===== src/sv/oaid_pkg.sv =====
package oaid_pkg;

    // Field widths fixed by the request and result formats.
    localparam int SLOT_W  = 6;
    localparam int DATA_W  = 32;
    localparam int COUNT_W = 7;

    // Number of match flags examined per cycle while a search scans.
    localparam int SCAN_CHUNK = 16;

    // Request mode codes.
    localparam logic [2:0] MODE_CLEAR  = 3'd0;
    localparam logic [2:0] MODE_INSERT = 3'd1;
    localparam logic [2:0] MODE_DELETE = 3'd2;
    localparam logic [2:0] MODE_SEARCH = 3'd3;
    localparam logic [2:0] MODE_READ   = 3'd4;

    typedef struct packed {
        logic [2:0]               mode;
        logic [SLOT_W-1:0]        slot;
        logic signed [DATA_W-1:0] item_value;
    } req_t;

    typedef struct packed {
        logic                     found;
        logic [SLOT_W-1:0]        found_slot;
        logic signed [DATA_W-1:0] read_value;
        logic [COUNT_W-1:0]       entry_count;
        logic                     error;
    } rsp_t;

    // Operation broadcast to every cell of the chain.
    typedef enum logic [1:0] {
        CELL_HOLD,
        CELL_INSERT,
        CELL_DELETE
    } cell_op_t;

    typedef struct packed {
        cell_op_t                 op;
        logic [SLOT_W-1:0]        slot;
        logic signed [DATA_W-1:0] value;
    } cell_cmd_t;

    typedef enum logic {
        ST_IDLE,
        ST_SCAN
    } state_t;

endpackage


===== src/sv/oaid_cell.sv =====
module oaid_cell #(
    parameter int IDX = 0
) (
    input  logic                                clk,
    input  oaid_pkg::cell_cmd_t                 cmd,
    input  logic signed [oaid_pkg::DATA_W-1:0]  left_entry,
    input  logic signed [oaid_pkg::DATA_W-1:0]  right_entry,
    output logic signed [oaid_pkg::DATA_W-1:0]  entry,
    output logic                                match
);

    logic signed [oaid_pkg::DATA_W-1:0] entry_reg;
    logic signed [oaid_pkg::DATA_W-1:0] entry_next;

    // Pick this position's next entry from the neighbors or the new value.
    always_comb
    begin
        entry_next = entry_reg;
        unique case (cmd.op)
            oaid_pkg::CELL_HOLD:
            begin
                entry_next = entry_reg;
            end
            oaid_pkg::CELL_INSERT:
            begin
                if (IDX > int'(cmd.slot))
                begin
                    entry_next = left_entry;
                end
                else if (IDX == int'(cmd.slot))
                begin
                    entry_next = cmd.value;
                end
            end
            oaid_pkg::CELL_DELETE:
            begin
                if (IDX >= int'(cmd.slot))
                begin
                    entry_next = right_entry;
                end
            end
            default:
            begin
                entry_next = entry_reg;
            end
        endcase
    end

    // The entry holds payload only, so it has no reset.
    always_ff @(posedge clk)
    begin
        entry_reg <= entry_next;
    end

    assign entry = entry_reg;
    assign match = (entry_reg == cmd.value);

endmodule


===== config.mk =====
export PLATFORM = sky130hd
export DESIGN_NAME = oaid_cell
export DESIGN_NICKNAME = d
export VERILOG_FILES = /design/src/sv/oaid_pkg.sv /design/src/sv/oaid_cell.sv
export SDC_FILE = /design/constraint.sdc
export NUM_CORES = 1
export LEC_CHECK = 0
export BUFFER_PORTS_ARGS = -buffer_cell sky130_fd_sc_hd__buf_2
export CORE_ASPECT_RATIO = 1.5
export CORE_MARGIN = 2
export CORE_UTILIZATION = 26
export CTS_BUF_LIST = sky130_fd_sc_hd__clkbuf_8
export CTS_CLUSTER_SIZE = 10
export DETAILED_ROUTE_END_ITERATION = 8
export SKIP_LAST_GASP = 1
export SYNTH_ARGS = -nofsm -noshare
export SYNTH_HDL_FRONTEND = slang
export SYNTH_SLANG_ARGS = --single-unit

===== constraint.sdc =====
create_clock -name clk -period 4.4 [get_ports clk]
set_input_delay 0.22 -clock clk [delete_from_list [all_inputs] [get_ports clk]]
set_output_delay 0.22 -clock clk [all_outputs]
set_load 0.005 [all_outputs]

After elaboration in Yosys (flattened, before gate mapping)
Cells that the tools add are included.
Widths: inputs -> output; s select.
- output and inout port bits: 33
- register bits: 32
- reduce and logical (&&, ||, !) cells: 3
- magnitude comparators: 1
- equality and inequality tests: 5
- mux-type cells: 3
- operators by type and width (cell ; count):
    $mux 32 ; 2
    $pmux 32 s2 ; 1
    $eq 32x32->1 ; 1
    $ge 1x6->1 const A ; 1
    $logic_not 6->1 ; 1
    $ne 2x2->1 const B ; 2
    $reduce_and 3->1 ; 1
    $eq 2x1->1 const B ; 1
    $eq 2x2->1 const B ; 1
    $reduce_bool 2->1 ; 1

Logic depth before layout (Yosys ltp)
Gate-level depths: netlist of the first run.
- depth after elaboration: 3
- gate-level depth with buffers: 4

Least setup slack after synthesis of the first run
OpenSTA, ideal clock, no wires.
- path kind: input -> register
- start point: input port cmd[37] (netlist name)
- end point: register entry_reg, in the netlist entry[0] (enable)
- stages: 2
- data arrival time: 2.591 ns
- library setup time: 0.442 ns
- setup slack: 1.367 ns
- path buffers: 0
- cell sequence: or4_4 nor4_2
- longest elaborated chain between the ends: 3
- elaborated cells between the ends (all ways): 5
- those cells by class: order compare (1); eq/ne (2); reduce/logical (2)
- RTL lines (what ; line ; RTL):
    from (decl) ; oaid_cell.sv:5 ; input oaid_pkg::cell_cmd_t cmd,
    $ge 1x6->1 / $logic_not 6->1 (equally long branches) ; oaid_cell.sv:37, oaid_cell.sv:30 ;
    $ne 2x2->1 (no line) ; -- ;
    $reduce_and 3->1 (no line) (*) ; -- ;
    to (signal assigned) ; oaid_cell.sv:52 ; entry_reg <= entry_next;
    to (decl) ; oaid_cell.sv:12 ; logic signed [oaid_pkg::DATA_W-1:0] entry_reg;
Every way passes the cells marked *; elsewhere a longest branch is shown, timed or not.
A chain may end at the register's enable or synchronous reset.

Worst setup path in the final report of the first run
- start point: input port cmd[37] (netlist name)
- end point: register entry_reg, in the netlist entry[22] (enable)
Same word-level chain as after synthesis.

==> metrics.cfg, run 1 <==
[outcome]
status = finished clean

[power_and_ir_drop]
irDropWorstVdd_v = 0.000152
p_total_uw = 722
leakagePower_uw = 0.00105
p_per_area_mw_per_mm2 = 291

[routing]
via_per_inst = 4.43
drt.antenna.violating_nets = 0
drc = 0
routed_wl_mm = 4.09
vias = 1334
drt-wirelength-per-cell_um = 13.6
drt_iter0_markers = 63
dr.pass1.iters = 2

[sta]
period_share_pct = 46.8
finalMaxSlewViolations = 0
finalHoldViolations = 0
fin_crit_ns = 2.06
max_slew_margin_pct = 34.1
rsz0062_at_grt = false
setup_viol = 0
fin_setup_tns_ns = 0
whs_ns = 0.228
worstMarginPinSlew_ns = 0.986
fmax_mhz = 486

[floorplanning]
die_area_mm2 = 0.00748
initial_core_util_pct = 27.0
die_h_um = 105
rows = 36
core-area_mm2 = 0.00653
die_width_um = 71.3
io_pins = 138

[cts]
post_cts_buffers = 0
ctsHtreeMaxLevel = 2
cts-root-buf = clkbuf_8
cts.sinks = 32
postCtsHoldBufs = 0
tritoncts = yes
numCtsBuffers = 5
clockBufferDepth = 2
cts_resized = 0
clk_pin_slew_worst_paths_ns = 0.08

[finish]
area_growth_pct = 40.2
final_cell_area_mm2 = 0.00248
diodes = 0
drive_gt1_share_pct = 66.2
layout.nets = 329
largest_reg_flops = 32
instances_no_fill = 301

[setup_path]
cp_max_fo = 20
cp_top_family = simple AND/OR/NAND/NOR gates
path_class = input port to flip-flop
worstPathCellList = buf_2 -> or4_4 -> nor4_4 -> buf_4
slowest_stage = nor4_4
cp-end-kind = flip-flop
worst-path-buf-inv = 2
cp-start-kind = input port
critPathMaxStageDelay_ns = 0.75
cp_data_required_time_ns = 4.37
worst-path-stages = 4
cp.arrival_ns = 2.03

[global_route]
grt_overflow_total = 0
grt_start_max_net_pins = 33
grt_pass1_wl_mm = 6.21
grt_pass1_vias = 1360
grt_usage_pct = 10.9
grt_antenna_before_repair = 0

[synthesis]
yosys_register_bits = 32
ys_seq_area_share_pct = 54.4
yosys_warnings = 0
synth.distinct_cells = 12
syn_inst = 115
syn_area_per_cell_um2 = 15.4
syn_nets = 220
synth.cell_area_mm2 = 0.00177

[min_path]
worstHoldStart = right_entry[10]
hp-class = input port to flip-flop
holdPathEnd = entry[10]
whs_path_depth = 2

[placement]
io_buffers = 105
place_inst = 293
dp_hpwl_mm = 3.23
dpl-instance-area_mm2 = 0.00237
gp_congestion = 0.668

[flow_run]
cap_violations = 0

[where the power goes]
group / total, uW / switching (uW) / internal [uW]
logic: 91.0 / 35.2 / 55.9
registers: 341 / 1.36 / 340
clock network: 289 / 122 / 168
total: 722 / 158 / 563
[per-stage QoR]
stage	setup slack [ns]	util, %
final	2.34	37.9
after global routing	2.19	37.9
after CTS	2.29	37.9
after detailed placement	1.98	36.2
after global placement	1.99	36.2
after floorplan	1.37	-
[cell type report]
cell class,count,area (um^2)
clock inverter,3,42.5
timing repair buffer,106,533
tap,76,95.1
sequential,32,961
fill,620,4050
clock buffer,5,68.8
multi-input combinational,79,777
[worst max path at each step]
stage	end	start
2_1_floorplan	entry[0]	cmd[37]
3_3_place_gp	entry[27]	cmd[37]
3_5_place_dp	entry[4]	cmd[37]
4_1_cts	entry[0]	cmd[37]
5_1_grt	entry[31]	cmd[37]
6_report	entry[22]	cmd[37]
[per-layer routing]
| metal | vias to the layer above | part of all wire [%] | global-route usage [%] |
|---|---|---|---|
| li1 | 648 | - | - |
| met1 | 618 | 36 | 11.7 |
| met2 | 62 | 56 | 19.7 |
| met3 | 6 | 6.8 | 2.70 |
| met4 | 0 | 1.8 | 4.45 |
| met5 | - | 0 | 0 |
[layout by cell type (no fill, tap or decap), types with 2 or more instances in the layout]
| cell | instances |
|---|---|
| edfxtp_1 | 32 |
| mux2_4 | 4 |
| buf_2 | 105 |
| nand4_1 | 2 |
| xor2_1 | 32 |
| clkbuf_8 | 5 |
| mux2_2 | 28 |
| nor4_1 | 8 |
[synth_stat cells (all sizes together)]
cell    number  area [um^2]
xor2        32          280
mux2        32          375
nand4        2         12.5
xnor2        1         8.76
edfxtp      32          961
or4          1         11.3
nor2b        1         6.26
nor4         9         62.6
nor2         1         3.75
buf          4         45.0
[cell families after synthesis]
logic type	share of synthesized area, %
XOR/XNOR	16.4
multiplexers	21.2
buffers and inverters	2.55
flip-flops	54.4
AND/OR/NAND/NOR	5.45
Note: power is estimated with default switching activity, not from simulation.
==> run 2, diff against run 1 <==
--- a/config.mk
+++ b/config.mk
@@ -5,6 +5,7 @@
 export SDC_FILE = /design/constraint.sdc
 export NUM_CORES = 1
 export LEC_CHECK = 0
+export ABC_AREA = 1
 export BUFFER_PORTS_ARGS = -buffer_cell sky130_fd_sc_hd__buf_2
 export CORE_ASPECT_RATIO = 1.5
 export CORE_MARGIN = 2
==> constraint.sdc (replaced) <==
create_clock -name clk -period 1.8 [get_ports clk]
set_input_delay 0.09 -clock clk [delete_from_list [all_inputs] [get_ports clk]]
set_output_delay 0.09 -clock clk [all_outputs]
set_load 0.005 [all_outputs]
==> metrics.cfg, run 2 <==
[flow_run]
cap_violations = 0  ; unchanged

[routing]
drt_iter0_markers = 52  ; was 63
vias = 1980  ; was 1334
dr.pass1.iters = 4  ; was 2
via_per_inst = 3.98  ; was 4.43
routed_wl_mm = 5.03  ; was 4.09 mm
drt.antenna.violating_nets = 0  ; unchanged
drc = 0  ; unchanged
drt-wirelength-per-cell_um = 10.1  ; was 13.6 um

[placement]
dp_hpwl_mm = 4.07  ; was 3.23 mm
dpl-instance-area_mm2 = 0.00271  ; was 0.00237 mm^2
place_inst = 490  ; was 293
io_buffers = 105  ; unchanged
gp_congestion = 0.737  ; was 0.668

[sta]
fin_setup_tns_ns = 0  ; unchanged
max_slew_margin_pct = 82.9  ; was 34.1%
finalHoldViolations = 0  ; unchanged
period_share_pct = 82.3
whs_ns = 0.124  ; was 0.228 ns
fin_crit_ns = 1.48
worstMarginPinSlew_ns = 0.257  ; was 0.986 ns
setup_viol = 0  ; unchanged
finalMaxSlewViolations = 0  ; unchanged
fmax_mhz = 675
rsz0062_at_grt = false  ; unchanged

[synthesis]
syn_area_per_cell_um2 = 7.21  ; was 15.4 um^2
yosysMostFrequentCell = nand2_1
synth_flop_cell = edfxtp_1  ; unchanged
syn_nets = 391  ; was 220
yosys_register_bits = 32  ; unchanged
ys_seq_area_share_pct = 46.6  ; was 54.4%
yosys_warnings = 0  ; unchanged
synth.cell_area_mm2 = 0.00206  ; was 0.00177 mm^2
synth_commonest_cells = nand2_1 (99), inv_1 (59), nor2_1 (51)  ; was edfxtp_1 (32), xor2_1 (32), mux2_2 (28)
synth.distinct_cells = 13  ; was 12
synth.area.top_cells = edfxtp_1 (47%), nand2_1 (18%), inv_1 (11%)  ; was edfxtp_1 (54%), mux2_2 (18%), xor2_1 (16%)
ys_async_sr_fraction_pct = 0  ; unchanged
synth_edf_count = 32  ; unchanged
synth_top_area_share_pct = 46.6  ; was 54.4%
yosysTopAreaCell = edfxtp_1  ; unchanged
syn_inst = 286  ; was 115

[global_route]
grt_pass1_wl_mm = 8.52  ; was 6.21 mm
grt_usage_pct = 12.1  ; was 10.9%
grt_antenna_before_repair = 1  ; was 0
grt_start_max_net_pins = 37  ; was 33
grt_pass1_vias = 1972  ; was 1360
grt_overflow_total = 0  ; unchanged

[floorplanning]
die_h_um = 113  ; was 105 um
die_area_mm2 = 0.00868  ; was 0.00748 mm^2
core-area_mm2 = 0.00766  ; was 0.00653 mm^2
rows = 39  ; was 36
io_pins = 138  ; unchanged
die_width_um = 76.7  ; was 71.3 um
initial_core_util_pct = 26.9  ; was 27.0%

[cts]
cts.sinks = 32  ; unchanged
clockBufferDepth = 2  ; unchanged
tritoncts = yes  ; unchanged
post_cts_buffers = 0  ; unchanged
clk_pin_slew_worst_paths_ns = 0.07  ; was 0.08 ns
ctsHtreeMaxLevel = 2  ; unchanged
numCtsBuffers = 5  ; unchanged
cts-root-buf = clkbuf_8  ; unchanged
postCtsHoldBufs = 0  ; unchanged
cts_resized = 0  ; unchanged

[power_and_ir_drop]
p_per_area_mw_per_mm2 = 572  ; was 291 mW/mm^2
irDropWorstVdd_v = 0.000311  ; was 0.000152 V
p_total_uw = 1600  ; was 722 uW
leakagePower_uw = 0.00153  ; was 0.00105 uW

[finish]
final_cell_area_mm2 = 0.00279  ; was 0.00248 mm^2
layout.nets = 500  ; was 329
diodes = 0  ; unchanged
largest_reg_flops = 32  ; unchanged
drive_gt1_share_pct = 32.6  ; was 66.2%
final_common_cell = buf_2  ; unchanged
instances_no_fill = 498  ; was 301
layout_common_cells = buf_2 (105), nand2_1 (99), inv_1 (61), nor2_1 (51), edfxtp_1 (32)  ; was buf_2 (105), xor2_1 (32), edfxtp_1 (32), mux2_2 (28), nor4_1 (8)
area_growth_pct = 35.4  ; was 40.2%
n_fill_cell = 852  ; was 620

[min_path]
hp-class = input port to flip-flop  ; unchanged

[outcome]
status = finished clean  ; unchanged

[setup_path]
cp_max_fo = 3  ; was 20
cp-end-kind = output pin  ; was flip-flop
cp-start-kind = flip-flop  ; was input port
cp.arrival_ns = 1.39  ; was 2.03 ns
cp_data_required_time_ns = 1.71  ; was 4.37 ns
path_class = flip-flop to output pin  ; was input port to flip-flop

## run 2: changes by cell type after synthesis, moves of 2 or more
cell / delta
nand2_1: +99
inv_1: +59
nor2_1: +50
xor2_1: -29
mux2_2: -25
a21oi_1: +20
a21oi_2: +10
nor4_1: -7
buf_2: +4
mux2_4: -4
buf_6: -2
nand4_1: -2
## run 2: metal layers
layer	global-route usage [%]	up-vias	routed length, um
met5	0	-	0
met4	4.00	0	67
met3	2.79	5	304
met2	21.6	64	2540
met1	14.3	833	2120
li1	-	1078	-
## run 2: worst max-delay path: stages (launching register included)
cell,delay (ns)
edfxtp_1,0.41
nand2_1,0.09
nand2_1,0.05
nor2_1,0.11
nand2_1,0.07
nor2_1,0.13
nand2_1,0.07
nor2_1,0.07
buf_2,0.12
## run 2: final cells by class
| type | count | area (um^2) | area share, % |
|---|---|---|---|
| Sequential cell | 32 | 961 | 34.4 |
| Inverter | 59 | 221 | 7.93 |
| Multi-Input combinational cell | 188 | 835 | 29.9 |
| Clock inverter | 3 | 11.3 | 0.403 |
| Timing Repair Buffer | 109 | 568 | 20.3 |
| Clock buffer | 5 | 68.8 | 2.46 |
| Tap cell | 102 | 128 | 4.57 |
## run 2: final timing paths
check / startpoint / end / slack [ns] / depth (start not counted)
worst max-delay path: entry[22] / match / 0.32 / 8
worst min-delay path: right_entry[6] / entry[6] / 0.12 / 2
## run 2: cell families after synthesis
kind of cell	synth area share [%]
simple gates	27.9
buf+inv	13.5
compound gates	9.10
flops	46.6
mux	1.64
xor+xnor	1.27
## run 2: where the power goes
group          internal, uW  leakage [uW]  switching, uW  total, uW
registers               831      0.000295           3.19        834
logic                   120       0.00119            125        245
clock network           258     0.0000482            259        517
total                  1210       0.00153            388       1600
## run 2: through the flow
| step | util (%) | setup slack (ns) |
|---|---|---|
| 3_5_place_dp | 35.4 | 0.459 |
| 6_report | 36.5 | 0.318 |
| 4_1_cts | 36.5 | 0.227 |
| 3_3_place_gp | 35.4 | 0.467 |
| 2_1_floorplan | - | 0.184 |
| 5_1_grt | 36.5 | 0.0981 |
==> run 3, diff against run 2 <==
==> constraint.sdc (replaced) <==
create_clock -name clk -period 1.4 [get_ports clk]
set_input_delay 0.07 -clock clk [delete_from_list [all_inputs] [get_ports clk]]
set_output_delay 0.07 -clock clk [all_outputs]
set_load 0.005 [all_outputs]
==> metrics.cfg, run 3 (synthesis results as in run 2) <==
[outcome]
status = finished with violations  ; was finished clean
violations = negative setup slack

[floorplanning]
initial_core_util_pct = 26.9  ; unchanged
core-area_mm2 = 0.00766  ; unchanged
die_h_um = 113  ; unchanged
die_area_mm2 = 0.00868  ; unchanged
io_pins = 138  ; unchanged
die_width_um = 76.7  ; unchanged
rows = 39  ; unchanged

[global_route]
grt_overflow_total = 0  ; unchanged
grt_pass1_wl_mm = 8.06  ; was 8.52 mm
grt_pass1_vias = 1852  ; was 1972
grt_usage_pct = 11.6  ; was 12.1%
grt_start_max_net_pins = 30  ; was 37
grt_antenna_before_repair = 0  ; was 1

[power_and_ir_drop]
leakagePower_uw = 0.00155  ; was 0.00153 uW
irDropWorstVdd_v = 0.000313  ; was 0.000311 V
p_per_area_mw_per_mm2 = 719  ; was 572 mW/mm^2

[cts]
tritoncts = yes  ; unchanged
postCtsHoldBufs = 0  ; unchanged
ctsHtreeMaxLevel = 2  ; unchanged
clk_pin_slew_worst_paths_ns = 0.07  ; about the same
cts-root-buf = clkbuf_8  ; unchanged
clockBufferDepth = 2  ; unchanged
numCtsBuffers = 5  ; unchanged
cts.sinks = 32  ; unchanged

[sta]
fmax_mhz = 656
period_share_pct = 109
worstMarginPinSlew_ns = 0.225  ; was 0.257 ns
finalMaxSlewViolations = 0  ; unchanged
rsz0062_at_grt = true  ; was false
setup_ws_ns = -0.125  ; was 0.318 ns
finalHoldViolations = 0  ; unchanged
fin_setup_tns_ns = -0.125  ; was 0 ns
max_slew_margin_pct = 84.8  ; was 82.9%
setup_viol = 1  ; was 0
fin_crit_ns = 1.52

[routing]
drt_iter0_markers = 55  ; was 52
via_per_inst = 4.03  ; was 3.98
vias = 2016  ; was 1980
drt-wirelength-per-cell_um = 9.93  ; was 10.1 um
routed_wl_mm = 4.96  ; was 5.03 mm
drt.antenna.violating_nets = 0  ; unchanged
dr.pass1.iters = 4  ; unchanged
drc = 0  ; unchanged

[finish]
final_cell_area_mm2 = 0.00286  ; was 0.00279 mm^2
final_common_cell = buf_2  ; unchanged
drive_gt1_share_pct = 34.7  ; was 32.6%
n_fill_cell = 806  ; was 852
layout.nets = 503  ; was 500
diodes = 0  ; unchanged
area_growth_pct = 38.8  ; was 35.4%
layout_common_cells = buf_2 (105), nand2_1 (99), inv_1 (58), nor2_1 (46), edfxtp_1 (32)  ; was buf_2 (105), nand2_1 (99), inv_1 (61), nor2_1 (51), edfxtp_1 (32)
largest_reg_flops = 32  ; unchanged

[placement]
dp_hpwl_mm = 3.97  ; was 4.07 mm
gp_congestion = 0.708  ; was 0.737
io_buffers = 105  ; unchanged
dpl-instance-area_mm2 = 0.00276  ; was 0.00271 mm^2

[setup_path]
critPathMaxStageDelay_ns = 0.41  ; about the same
startpoint = entry[28]  ; was entry[22]
slowest_stage = edfxtp_1  ; unchanged
cp-end-kind = output pin  ; unchanged
worstPathCellList = xor2_1 -> nor2_2 -> nand2_1 -> nor2_2 -> nand2_1 -> nor2_1 -> buf_2  ; was nand2_1 -> nand2_1 -> nor2_1 -> nand2_1 -> nor2_1 -> nand2_1 -> nor2_1 -> buf_2
cp-start-kind = flip-flop  ; unchanged
cp_max_fo = 2  ; was 3
path_class = flip-flop to output pin  ; unchanged
cp.arrival_ns = 1.45  ; was 1.39 ns
cp_data_required_time_ns = 1.33  ; was 1.71 ns

[min_path]
worstHoldStart = right_entry[28]  ; was right_entry[6]
whs_path_depth = 2  ; unchanged
holdPathEnd = entry[28]  ; was entry[6]
hp-class = input port to flip-flop  ; unchanged

[flow_run]
cap_violations = 0  ; unchanged

## run 3: cell types whose count changed in the layout (fill, tap and decap cells not counted)
cell / change
nor2_1: -5
nor2_2: +5
buf_12: +3
inv_1: -3
clkinv_1: +1
inv_4: +1
## run 3: worst max path at each step
stage,endpoint,slack [ns],depth (start not counted)
final,match,-0.12,7
after CTS,match,-0.16,7
after global routing,match,-0.23,7
after global placement,entry[12],0.09,5
after detailed placement,entry[4],0.08,5
after floorplan,entry[0],-0.14,4
## run 3: critical path, delay by kind of cell (launching register included)
family	cells	cell delay (ns)
buffers and inverters	1	0.12
xor gates and xnor gates	1	0.17
DFF	1	0.41
and+or+nand+nor	5	0.48
## run 3: what timing repair did
item / CTS / global route
pin swaps: 1 / 13
gates resized for setup: 1 / 4
hold endpoints to repair: 0 / 0
gates cloned: 0 / 0
setup buffers: 1 / 1
endpoints found under the setup margin: 1 / 1
## run 3: layer usage
| layer | track usage [%] | wire length [um] | share of wire (%) |
|---|---|---|---|
| met1 | 13.2 | 2080 | 42 |
| met2 | 21.1 | 2490 | 50 |
| met3 | 2.95 | 316 | 6.4 |
| met4 | 4.00 | 70 | 1.4 |
| met5 | 0 | 0 | 0 |
## run 3: power breakdown
| part | total [uW] | switching (uW) | internal, uW |
|---|---|---|---|
| Sequential | 1070 | 4.06 | 1070 |
| Clock | 654 | 326 | 328 |
| Combinational | 331 | 165 | 166 |
| Total | 2060 | 496 | 1560 |
## run 3: area by class of cell
class	instances	area [um^2]	area share (%)
Sequential cell	32	961	33.6
Multi-Input combinational cell	188	847	29.6
Timing Repair Buffer	112	628	21.9
Inverter	59	224	7.82
Tap cell	102	128	4.46
Clock buffer	5	68.8	2.40
Clock inverter	2	7.51	0.262
## run 3: per-stage QoR
step                      utilization, %  hold WS [ns]  worst slack [ns]  cells  power [uW]
after floorplan                        -         0.290            -0.142    286        1270
after global placement              36.0         0.374            0.0907    491        1420
after detailed placement            36.0         0.375            0.0811    491        1430
after CTS                           37.2        0.0708            -0.157    499        2110
after global routing                37.4        0.0798            -0.229    500        2190
final                               37.4        0.0867            -0.125    500        2060
